### src/assert_macros.svh
// Assertion macros shared by the CRC appender modules.
`ifndef ASSERT_MACROS_SVH
`define ASSERT_MACROS_SVH

// Check a property on every clock edge outside reset.
`define ASSERT_CLK(label, prop, msg) \
    label: assert property (@(posedge clk) disable iff (!rst_n) (prop)) else $error(msg);

// Check that a condition never holds outside reset.
`define ASSERT_NEVER(label, cond, msg) \
    label: assert property (@(posedge clk) disable iff (!rst_n) !(cond)) else $error(msg);

`endif

### src/fcrc_pkg.sv
// Shared types, constants and the CRC byte function of the CRC appender.
`timescale 1ns / 1ps

package fcrc_pkg;

    localparam logic [15:0] CRC_SEED           = 16'hFFFF;
    localparam logic [15:0] CRC_POLY           = 16'hA001;
    localparam logic [7:0]  START_MARKER_RESET = 8'hAA;

    // Queue between front and back
    localparam int FIFO_DEPTH = 4;
    localparam int FIFO_AW    = $clog2(FIFO_DEPTH);

    // One queued byte with the CRC that includes it
    typedef struct packed {
        logic [7:0]  data_byte;
        logic        end_of_frame;
        logic [15:0] crc;
    } fcrc_entry_t;

    // Advance the reflected CRC-16 by one byte, least significant bit first
    function automatic logic [15:0] crc16_byte(input logic [15:0] crc_in,
                                               input logic [7:0]  b);
        logic [15:0] c;
        c = crc_in ^ {8'h00, b};
        for (int k = 0; k < 8; k++)
        begin
            c = c[0] ? ((c >> 1) ^ CRC_POLY) : (c >> 1);
        end
        return c;
    endfunction

endpackage

### src/fcrc_front.sv
// Front end: takes input beats, checks the start byte, runs the CRC, fills the queue.
`timescale 1ns / 1ps

module fcrc_front (
    input  logic                 clk,
    input  logic                 rst_n,
    input  logic                 cfg_valid,
    output logic                 cfg_ready,
    input  logic [7:0]           cfg_data,
    input  logic                 s_tvalid,
    output logic                 s_tready,
    input  logic [7:0]           s_tdata,
    input  logic                 s_tlast,
    input  logic                 q_full,
    output logic                 q_push,
    output fcrc_pkg::fcrc_entry_t q_entry
);
    import fcrc_pkg::*;

    logic [7:0]  start_marker_reg, start_marker_next;
    logic [15:0] crc_reg, crc_next;
    logic        expect_first_reg, expect_first_next;
    logic        discarding_reg, discarding_next;

    logic        accept;
    logic        drop;
    logic [15:0] crc_seed;
    logic [15:0] crc_new;

    assign cfg_ready = 1'b1;
    assign s_tready  = !q_full;
    assign accept    = s_tvalid && s_tready;

    // Classify the beat: a frame start with the wrong byte drops the whole frame
    assign drop     = expect_first_reg ? (s_tdata != start_marker_reg) : discarding_reg;
    assign crc_seed = expect_first_reg ? CRC_SEED : crc_reg;
    assign crc_new  = crc16_byte(crc_seed, s_tdata);

    assign q_push               = accept && !drop;
    assign q_entry.data_byte    = s_tdata;
    assign q_entry.end_of_frame = s_tlast;
    assign q_entry.crc          = crc_new;

    // Next frame state
    always_comb
    begin
        start_marker_next = cfg_valid ? cfg_data : start_marker_reg;
        crc_next          = crc_reg;
        expect_first_next = expect_first_reg;
        discarding_next   = discarding_reg;
        if (accept)
        begin
            expect_first_next = s_tlast;
            if (drop)
            begin
                discarding_next = !s_tlast;
                crc_next        = CRC_SEED;
            end
            else
            begin
                discarding_next = 1'b0;
                crc_next        = s_tlast ? CRC_SEED : crc_new;
            end
        end
    end

    // Hold frame state and the start byte register
    always_ff @(posedge clk or negedge rst_n)
    begin
        if (!rst_n)
        begin
            start_marker_reg <= START_MARKER_RESET;
            crc_reg          <= CRC_SEED;
            expect_first_reg <= 1'b1;
            discarding_reg   <= 1'b0;
        end
        else
        begin
            start_marker_reg <= start_marker_next;
            crc_reg          <= crc_next;
            expect_first_reg <= expect_first_next;
            discarding_reg   <= discarding_next;
        end
    end

endmodule

### src/fcrc_fifo.sv
// Short queue of classified bytes between front and back.
`timescale 1ns / 1ps
`include "assert_macros.svh"

module fcrc_fifo (
    input  logic                  clk,
    input  logic                  rst_n,
    input  logic                  push,
    input  fcrc_pkg::fcrc_entry_t wr_entry,
    output logic                  full,
    input  logic                  pop,
    output fcrc_pkg::fcrc_entry_t rd_entry,
    output logic                  empty
);
    import fcrc_pkg::*;

    fcrc_entry_t        mem_reg [FIFO_DEPTH];
    logic [FIFO_AW-1:0] wr_ptr_reg, wr_ptr_next;
    logic [FIFO_AW-1:0] rd_ptr_reg, rd_ptr_next;
    logic [FIFO_AW:0]   count_reg, count_next;

    assign full     = (count_reg == FIFO_AW'(0) + (FIFO_AW+1)'(FIFO_DEPTH));
    assign empty    = (count_reg == '0);
    assign rd_entry = mem_reg[rd_ptr_reg];

    // Advance pointers and the fill count
    always_comb
    begin
        wr_ptr_next = push ? wr_ptr_reg + 1'b1 : wr_ptr_reg;
        rd_ptr_next = pop  ? rd_ptr_reg + 1'b1 : rd_ptr_reg;
        count_next  = count_reg;
        if (push && !pop)
        begin
            count_next = count_reg + 1'b1;
        end
        else if (pop && !push)
        begin
            count_next = count_reg - 1'b1;
        end
    end

    always_ff @(posedge clk or negedge rst_n)
    begin
        if (!rst_n)
        begin
            wr_ptr_reg <= '0;
            rd_ptr_reg <= '0;
            count_reg  <= '0;
        end
        else
        begin
            wr_ptr_reg <= wr_ptr_next;
            rd_ptr_reg <= rd_ptr_next;
            count_reg  <= count_next;
        end
    end

    // Store the payload
    always_ff @(posedge clk)
    begin
        if (push)
        begin
            mem_reg[wr_ptr_reg] <= wr_entry;
        end
    end

    `ASSERT_NEVER(a_push_when_full, push && full, "queue written while full")
    `ASSERT_NEVER(a_pop_when_empty, pop && empty, "queue read while empty")

endmodule

### src/fcrc_back.sv
// Back end: sends queued bytes and appends the two CRC bytes after each frame.
`timescale 1ns / 1ps
`include "assert_macros.svh"

module fcrc_back (
    input  logic                  clk,
    input  logic                  rst_n,
    input  logic                  q_empty,
    input  fcrc_pkg::fcrc_entry_t q_entry,
    output logic                  q_pop,
    output logic                  m_tvalid,
    input  logic                  m_tready,
    output logic [7:0]            m_tdata,
    output logic                  m_tuser,
    output logic                  m_tlast
);
    import fcrc_pkg::*;

    typedef enum logic [1:0] {
        PH_DATA,
        PH_CRC_LO,
        PH_CRC_HI
    } phase_t;

    phase_t      phase_reg, phase_next;
    logic [15:0] crc_reg, crc_next;
    logic        m_tvalid_reg, m_tvalid_next;
    logic [7:0]  m_tdata_reg, m_tdata_next;
    logic        m_tuser_reg, m_tuser_next;
    logic        m_tlast_reg, m_tlast_next;
    logic        load;

    // Output register is free when empty or being taken this cycle
    assign load  = !m_tvalid_reg || m_tready;
    assign q_pop = load && (phase_reg == PH_DATA) && !q_empty;

    always_comb
    begin
        phase_next    = phase_reg;
        crc_next      = crc_reg;
        m_tvalid_next = m_tvalid_reg && !m_tready;
        m_tdata_next  = m_tdata_reg;
        m_tuser_next  = m_tuser_reg;
        m_tlast_next  = m_tlast_reg;
        if (load)
        begin
            unique case (phase_reg)
                PH_DATA:
                begin
                    if (!q_empty)
                    begin
                        m_tvalid_next = 1'b1;
                        m_tdata_next  = q_entry.data_byte;
                        m_tuser_next  = 1'b0;
                        m_tlast_next  = 1'b0;
                        crc_next      = q_entry.crc;
                        if (q_entry.end_of_frame)
                        begin
                            phase_next = PH_CRC_LO;
                        end
                    end
                end
                PH_CRC_LO:
                begin
                    m_tvalid_next = 1'b1;
                    m_tdata_next  = crc_reg[7:0];
                    m_tuser_next  = 1'b1;
                    m_tlast_next  = 1'b0;
                    phase_next    = PH_CRC_HI;
                end
                PH_CRC_HI:
                begin
                    m_tvalid_next = 1'b1;
                    m_tdata_next  = crc_reg[15:8];
                    m_tuser_next  = 1'b1;
                    m_tlast_next  = 1'b1;
                    phase_next    = PH_DATA;
                end
                default:
                begin
                    phase_next = PH_DATA;
                end
            endcase
        end
    end

    // Hold phase, CRC and the output beat
    always_ff @(posedge clk or negedge rst_n)
    begin
        if (!rst_n)
        begin
            phase_reg    <= PH_DATA;
            crc_reg      <= CRC_SEED;
            m_tvalid_reg <= 1'b0;
            m_tdata_reg  <= '0;
            m_tuser_reg  <= 1'b0;
            m_tlast_reg  <= 1'b0;
        end
        else
        begin
            phase_reg    <= phase_next;
            crc_reg      <= crc_next;
            m_tvalid_reg <= m_tvalid_next;
            m_tdata_reg  <= m_tdata_next;
            m_tuser_reg  <= m_tuser_next;
            m_tlast_reg  <= m_tlast_next;
        end
    end

    assign m_tvalid = m_tvalid_reg;
    assign m_tdata  = m_tdata_reg;
    assign m_tuser  = m_tuser_reg;
    assign m_tlast  = m_tlast_reg;

    `ASSERT_CLK(a_hi_follows_lo,
        (m_tvalid && m_tready && m_tuser && !m_tlast) |=> (m_tvalid && m_tuser && m_tlast),
        "CRC high byte does not follow CRC low byte")
    `ASSERT_NEVER(a_pop_in_crc, q_pop && (phase_reg != PH_DATA),
        "queue popped while CRC bytes pending")

endmodule

### src/frame_crc16_appender_top.sv
// Top level of the frame CRC-16 appender.
`timescale 1ns / 1ps
// Usage:
//   Input stream s_*: one frame byte per beat, s_tlast on the final byte.
//   Output stream m_*: every byte of a frame that opens with the start byte,
//   followed by CRC-16 (poly 0xA001 reflected, seed 0xFFFF) low byte then high
//   byte; m_tuser marks the two CRC beats, m_tlast marks the CRC high byte.
//   A frame whose first byte differs from the start byte is dropped whole.
//   Config channel cfg_*: writes the start byte; write only while idle,
//   it takes effect at the next frame start. cfg_ready is always high.
// Timing:
//   An accepted byte is written into the queue, then moved into the output
//   register on m_* when that register is free. Input takes one beat per
//   cycle while the 4-entry queue has room; output sends one beat per cycle
//   while m_tready is high and a beat is waiting, so a frame of N bytes gives
//   N+2 output beats, and the output port sets the sustained rate.
// Reset (rst_n low, async): queue and output empty, start byte 0xAA, next
//   byte is a frame start. When m_tready is low the output beat holds and the
//   queue fills, then s_tready drops.
module frame_crc16_appender_top (
    input  logic       clk,
    input  logic       rst_n,
    input  logic       cfg_valid,
    output logic       cfg_ready,
    input  logic [7:0] cfg_data,      // start_marker
    input  logic       s_tvalid,
    output logic       s_tready,
    input  logic [7:0] s_tdata,       // data_byte[7:0]
    input  logic       s_tlast,       // end_of_frame
    output logic       m_tvalid,
    input  logic       m_tready,
    output logic [7:0] m_tdata,       // out_byte[7:0]
    output logic       m_tuser,       // is_check_byte
    output logic       m_tlast        // frame_last
);
    import fcrc_pkg::*;

    fcrc_entry_t wr_entry;
    fcrc_entry_t rd_entry;
    logic        q_push;
    logic        q_pop;
    logic        q_full;
    logic        q_empty;

    fcrc_front u_front (
        .clk       (clk),
        .rst_n     (rst_n),
        .cfg_valid (cfg_valid),
        .cfg_ready (cfg_ready),
        .cfg_data  (cfg_data),
        .s_tvalid  (s_tvalid),
        .s_tready  (s_tready),
        .s_tdata   (s_tdata),
        .s_tlast   (s_tlast),
        .q_full    (q_full),
        .q_push    (q_push),
        .q_entry   (wr_entry)
    );

    fcrc_fifo u_fifo (
        .clk      (clk),
        .rst_n    (rst_n),
        .push     (q_push),
        .wr_entry (wr_entry),
        .full     (q_full),
        .pop      (q_pop),
        .rd_entry (rd_entry),
        .empty    (q_empty)
    );

    fcrc_back u_back (
        .clk      (clk),
        .rst_n    (rst_n),
        .q_empty  (q_empty),
        .q_entry  (rd_entry),
        .q_pop    (q_pop),
        .m_tvalid (m_tvalid),
        .m_tready (m_tready),
        .m_tdata  (m_tdata),
        .m_tuser  (m_tuser),
        .m_tlast  (m_tlast)
    );

endmodule
### config.mk
export PLATFORM = sky130hd
export DESIGN_NAME = frame_crc16_appender_top
export DESIGN_NICKNAME = d
export VERILOG_FILES = /design/src/fcrc_pkg.sv /design/src/fcrc_front.sv /design/src/fcrc_fifo.sv /design/src/fcrc_back.sv /design/src/frame_crc16_appender_top.sv
export VERILOG_INCLUDE_DIRS = /design/src /design/src/src
export SDC_FILE = /design/constraint.sdc
export NUM_CORES = 1
export LEC_CHECK = 0
export BUFFER_PORTS_ARGS = -buffer_cell sky130_fd_sc_hd__buf_2
export CAP_MARGIN = 5
export CORE_MARGIN = 2
export CORE_UTILIZATION = 25
export CTS_CLUSTER_SIZE = 10
export DETAILED_ROUTE_END_ITERATION = 7
export GPL_TIMING_DRIVEN = 0
export HOLD_SLACK_MARGIN = 0.03
export PLACE_DENSITY = 0.41
export SLEW_MARGIN = 20
export SYNTH_ARGS = -nofsm -noshare
export SYNTH_HDL_FRONTEND = slang
export SYNTH_HIERARCHICAL = 1
export SYNTH_SLANG_ARGS = --single-unit
### constraint.sdc
create_clock -name clk -period 3.2 [get_ports clk]
set_input_delay 0.32 -clock clk [delete_from_list [all_inputs] [get_ports clk]]
set_output_delay 0.32 -clock clk [all_outputs]
set_load 0.005 [all_outputs]
==> metrics, run 1 <==
status=completed; total of max-cap violations=0; CP required=3.54 ns; CTS buffer count=17; HPWL Detailed=10600 µm; CTS H-tree depth=4; fin crit share=87.9%; number of diodes=0; initial core utilization=25.3%; largest net degree at the start of global routing=38; top-area cell type share of the netlist area=43.0%; Vias/cell=4.14; Post-synth top flop=edfxtp_1; kind of end point of the critical path=register; most common cell after layout, fill and taps aside=edfxtp_1; Post-synth EDFFs=100; Hold Crit Depth=3; WHS=0.125 ns; peak supply drop=0.347 mV; Crit Path Class=reg -> reg; final core area utilization=30.3%; # rows=61; Fillers=2777; vias in the first global route=3770; CP max FO=8; Placed Instances=822; Final ANT Viol Nets=0; first-pass GRT wire length=23400 µm; Power Total=8.08 mW; PostCTS Resize Cnt=0; Reg clk slew, reported paths=0.06 ns; Via Count=3539; Worst Skew=0.0124 ns; Final Max Tran Viols=0; first drt pass iteration count=4; I/O pins=35; GRT Overall Usage=11.2%; CP Buf/Inv Count=1; setup bufs post-CTS=0; number of flip-flops in the largest register=100; CTS tree=yes; top achievable clock speed=356 MHz; clock buffer depth=2; stages on the worst setup path=11; height of the die=171 µm; leading area contributor after synthesis=edfxtp_1; clock sink count=162; clock insertion delay at the later pin of the skew report=0.42 ns; Slowest-stage cell, CP=dfstp_2; RSZ-0062 raised after global routing=no; Post-Syn Nets=440; Area Growth Syn to Fin=20.0%; setup violators final=0; top post-synthesis cells by area=edfxtp_1 43%, dfstp_2 14%, dfrtp_1 9.0%; WL final=15300 µm; Static Leak=2.98 nW; Hold Vio Cnt, Final=0; Initial DRC Count=155; initial antenna violation count=0; mapped cell area=6980 µm²; minimum clock period=2.81 ns; final std cells w/o fill=855; hold crit path type=in -> reg; worst r2r path cells=11; routability cong.=0.705; syn avg cell area=17.2 µm²; setup TNS=0 ns; Seq/Total Area, Yosys=65.9%; Setup crit start kind=register; Mapped Cells=407; wire per inst=17.9 µm; crit-path leading delay family=simple AND/OR/NAND/NOR gates; commonest non-fill, non-tap cells in the layout=100 x edfxtp_1, 38 x buf_2, 37 x dfstp_2; Synth Register Bits=162; Yosys warning total=6; PwrDens=965 nW/µm²; GRT Residual Overflow=0; slew of the pin with the lowest slew margin=0.788 ns; Chip Width=171 µm; crit-path cells=xnor2_1 -> nand4_1 -> nor4_1 -> a31oi_1 -> nor2_1 -> ha_1 -> inv_1 -> fa_1 -> xor2_1 -> nor2_1 -> xor2_1; slowest cell delay on critical path=0.53 ns; core area=27600 µm²; Root Buffer=clkbuf_16; hold_buf cts=1; FFs w/ async S/R, synth=38.3%; Slew HR=47.1%; # port buffers=32; Die Area=29300 µm²; Worst Path Arrival=3.15 ns; share of cells above drive strength 1=40.9%; nets=497; Synth cell types=42; # DRC=0
## cell type report
| type | instances | area [µm²] | area share (%) |
|---|---|---|---|
| Multi-Input combinational cell | 207 | 2130 | 25.5 |
| Buffer | 29 | 219 | 2.61 |
| Sequential cell | 162 | 4600 | 54.9 |
| Inverter | 9 | 33.8 | 0.403 |
| Clock inverter | 15 | 190 | 2.27 |
| Clock buffer | 17 | 425 | 5.08 |
| Tap cell | 378 | 473 | 5.65 |
| Timing Repair Buffer | 38 | 303 | 3.61 |
## tightest hold or removal path, cell delays in order
cell and delay (ns):
buf_2 0.12, nand2_1 0.05, nand2_1 0.04
## cells in the mapped netlist (2+ instances only)
master	n
a21oi_1	11
a22oi_1	8
and2_1	4
buf_12	3
buf_2	7
buf_4	10
buf_6	2
clkbuf_1	7
dfrtp_1	25
dfstp_2	37
edfxtp_1	100
ha_1	10
inv_1	9
mux2_2	27
mux2_4	9
mux4_1	7
mux4_2	18
nand2_1	6
nand2b_1	2
nor2_1	23
o21ai_0	3
o22a_1	15
or2_2	5
xnor2_1	29
xor2_1	13
## cell families after synthesis
group           after synthesis  synth area share (%)
compound gates               41                  4.21
xor+xnor                     44                  5.84
buf+inv                      38                  3.62
simple gates                 49                  3.57
other cells                   1                0.0537
fa+ha+maj                    11                  2.08
mux                          61                  14.7
flops                       162                  65.9
## layer usage
metal  track usage, %  vias to the layer above  part of all wire, %
li1                 -                     1622                    -
met1             15.5                     1852                   48
met2             17.6                       59                   47
met3             2.68                        6                  3.5
met4             2.98                        0                 0.92
met5                0                        -                    0
## final timing paths
kind | from | to | slack, ns
worst max-delay path | u_front/start_marker_reg[5]$_DFFE_PN1P_ | u_fifo/count_reg[2]$_DFFE_PN0P_ | 0.39
worst min register to register | u_back/m_tdata[5]$_DFFE_PN0P_ | u_back/m_tdata[5]$_DFFE_PN0P_ | 0.50
max in group asynchronous | rst_n | u_front/crc_reg[10]$_DFFE_PN1P_ | 2.22
worst min-delay path | s_tlast | u_front/expect_first_reg$_DFFE_PN1P_ | 0.12
worst max register to register | u_front/start_marker_reg[5]$_DFFE_PN1P_ | u_fifo/count_reg[2]$_DFFE_PN0P_ | 0.39
min in group asynchronous | rst_n | u_back/phase_reg[0]$_DFFE_PN0P_ | 0.37
## power breakdown
part           internal (mW)  switching (mW)
clock                   1.30           0.832
combinational           1.32            1.40
sequential              3.00           0.229
## per-stage QoR
step	worst slack (ns)	area (µm²)
6_report	0.387	8380
2_1_floorplan	0.785	6980
4_1_cts	0.291	8380
3_5_place_dp	0.269	7750
3_3_place_gp	-0.309	7610
5_1_grt	0.0976	8380
No activity file was read; power rests on OpenSTA's default activity.
==> inputs of run 2 (changes only) <==
- GPL_TIMING_DRIVEN: 0 -> unset
- SYNTH_HIERARCHICAL: 1 -> unset
==> run 2 against run 1 <==
  * Critical path type unchanged
  * Sequential cell count unchanged
  * Largest cell class unchanged
  * First-iteration DRC count rose by 68%
  * Sequential share of layout area up 1.8 points
  * Critical path depth is 1 lower
  * Area after synthesis decreased by 1.5%
  * Sequential power decreased by 3%
  * Final area down 3.1%
  * Clock power is 9% lower
  * Die area decreased by 1.5%
==> metrics, run 2 <==
Root Buffer=clkbuf_16; post-synthesis compound-gate area fraction=5.01%; hold_buf cts=0; total of max-cap violations=0; Via Count=3671; Vias/cell=4.38; pre-CTS WS=0.369 ns; wire per inst=18.7 µm; Power Total=7.37 mW; number of diodes=0; Synth Register Bits=162; # DRC=0; GRT Overall Usage=11.7%; CP required=3.54 ns; M2 GR Usage=19.5%; nets=519; top achievable clock speed=353 MHz; commonest non-fill, non-tap cells in the layout=100 x edfxtp_1, 37 x dfstp_2, 35 x nor2_1; # rows=60; top post-synthesis cells by area=edfxtp_1 44%, dfstp_2 14%, dfrtp_1 9.1%; slew of the pin with the lowest slew margin=0.888 ns; CTS tree=yes; Seq/Total Area, Yosys=66.9%; initial core utilization=25.5%; setup bufs post-CTS=0; Final ANT Viol Nets=0; Die Area=28800 µm²; Synth cell types=37; largest family of logic cells by synthesized area=multiplexers; PwrDens=908 nW/µm²; share of cells above drive strength 1=34.3%; Chip Width=170 µm; clock sink count=162; Setup crit start kind=register; # port buffers=33; core area=27000 µm²; Area Growth Syn to Fin=18.1%; first-pass GRT wire length=24100 µm; I/O pins=35; clock insertion delay at the later pin of the skew report=0.43 ns; Hold Vio Cnt, Final=0; multiplexer area fraction after synthesis=12.6%; number of flip-flops in the largest register=100; HPWL Detailed=10300 µm; CTS buffer count=17; FFs w/ async S/R, synth=38.3%; syn avg cell area=15.6 µm²; Worst Path Arrival=3.18 ns; Yosys warning total=0; setup TNS=0 ns; peak supply drop=0.354 mV; Post-synth top flop=edfxtp_1; CTS H-tree depth=4; fin crit share=88.5%; most frequent cell after synthesis=edfxtp_1; setup violators final=0; Post-Syn Nets=474; Mapped Cells=440; mapped cell area=6870 µm²; GRT Residual Overflow=0; kind of end point of the critical path=register; Fillers=2643; vias in the first global route=3873; Final Max Tran Viols=0; Reg clk slew, reported paths=0.06 ns; most common cell after layout, fill and taps aside=edfxtp_1; final setup margin=0.368 ns; clock buffer depth=2; Post-synth EDFFs=100; minimum clock period=2.83 ns; routability cong.=0.734; Worst Skew=0.0117 ns; met3 Usage GRT=2.53%; Slew HR=40.8%; initial antenna violation count=0; RSZ-0062 raised after global routing=no; synth cell count leaders=100 x edfxtp_1, 37 x dfstp_2, 35 x nor2_1; GRT busiest layer=met2; first drt pass iteration count=4; CP max FO=12; status=completed; simple-gate portion of the synthesized area=4.28%; Initial DRC Count=260; met1 track demand over resource=14.8%; height of the die=170 µm; Synth Area in Adders=2.29%; leading area contributor after synthesis=edfxtp_1; largest net degree at the start of global routing=63; Crit Path Class=reg -> reg; Static Leak=2.86 nW; xor/xnor cell area share of the yosys netlist=6.15%; PostCTS Resize Cnt=0; top-area cell type share of the netlist area=43.7%; hold crit path type=in -> async; WL final=15700 µm
## run 2: path summary, 6_finish.rpt
path	startpoint	slack, ns	endpoint	cells past startpoint
worst max-delay path	u_front.expect_first_reg$_DFFE_PN1P_	0.37	u_fifo.count_reg[2]$_DFFE_PN0P_	10
worst min-delay path	rst_n	0.08	u_fifo.rd_ptr_reg[1]$_DFFE_PN0P_	2
worst max register to register	u_front.expect_first_reg$_DFFE_PN1P_	0.37	u_fifo.count_reg[2]$_DFFE_PN0P_	10
worst min register to register	u_front.crc_reg[8]$_DFFE_PN1P_	0.50	u_front.crc_reg[8]$_DFFE_PN1P_	2
max in group asynchronous	rst_n	2.56	u_front.discarding_reg$_DFFE_PN0P_	2
min in group clk	cfg_data[7]	0.12	u_front.start_marker_reg[7]$_DFFE_PN1P_	2
## run 2: critical path, stage by stage (launching register included)
cell and delay (ns):
dfstp_2 0.66, nand2_1 0.11, nor3_1 0.36, buf_4 0.19, o21a_1 0.26, ha_1 0.23
inv_1 0.06, fa_1 0.42, xor2_1 0.17, nor2_1 0.12, xor2_1 0.16
## run 2: cells by family (layout without fill, tap and decap cells)
kind of cell,after synthesis,after routing
AO/OA/AOI/OAI,54,54
XOR/XNOR,44,44
adder cells (fa/ha/maj),12,12
buffers and inverters,47,105
flip-flops,162,162
multiplexers,52,52
other,1,1
AND/OR/NAND/NOR,68,68
## run 2: metrics by stage
step / instance area (µm²) / instances / hold WS [ns] / utilization [%]
finish: 8120 / 839 / 0.0799 / 30.1
global route: 8120 / 839 / 0.110 / 30.1
CTS: 8120 / 839 / 0.105 / 30.1
detailed placement: 7560 / 807 / 0.492 / 28.0
global placement: 7560 / 807 / 0.483 / 28.0
floorplan: 6870 / 440 / 0.0244 / -
## run 2: cell type report
class | instances | area [µm²] | area share, %
Clock buffer | 19 | 433 | 5.33
Clock inverter | 13 | 126 | 1.56
Inverter | 25 | 93.8 | 1.16
Multi-Input combinational cell | 231 | 2090 | 25.8
Sequential cell | 162 | 4600 | 56.7
Tap cell | 341 | 427 | 5.26
Timing Repair Buffer | 48 | 340 | 4.19
## run 2: power by group
part | switching, mW | internal [mW]
logic | 1.26 | 1.05
clock network | 0.858 | 1.08
registers | 0.274 | 2.85
total | 2.39 | 4.98
## run 2: layer usage
metal	wire, µm	vias to the layer above
li1	-	1685
met1	7010	1895
met2	7760	69
met3	555	22
met4	399	0
met5	0	-
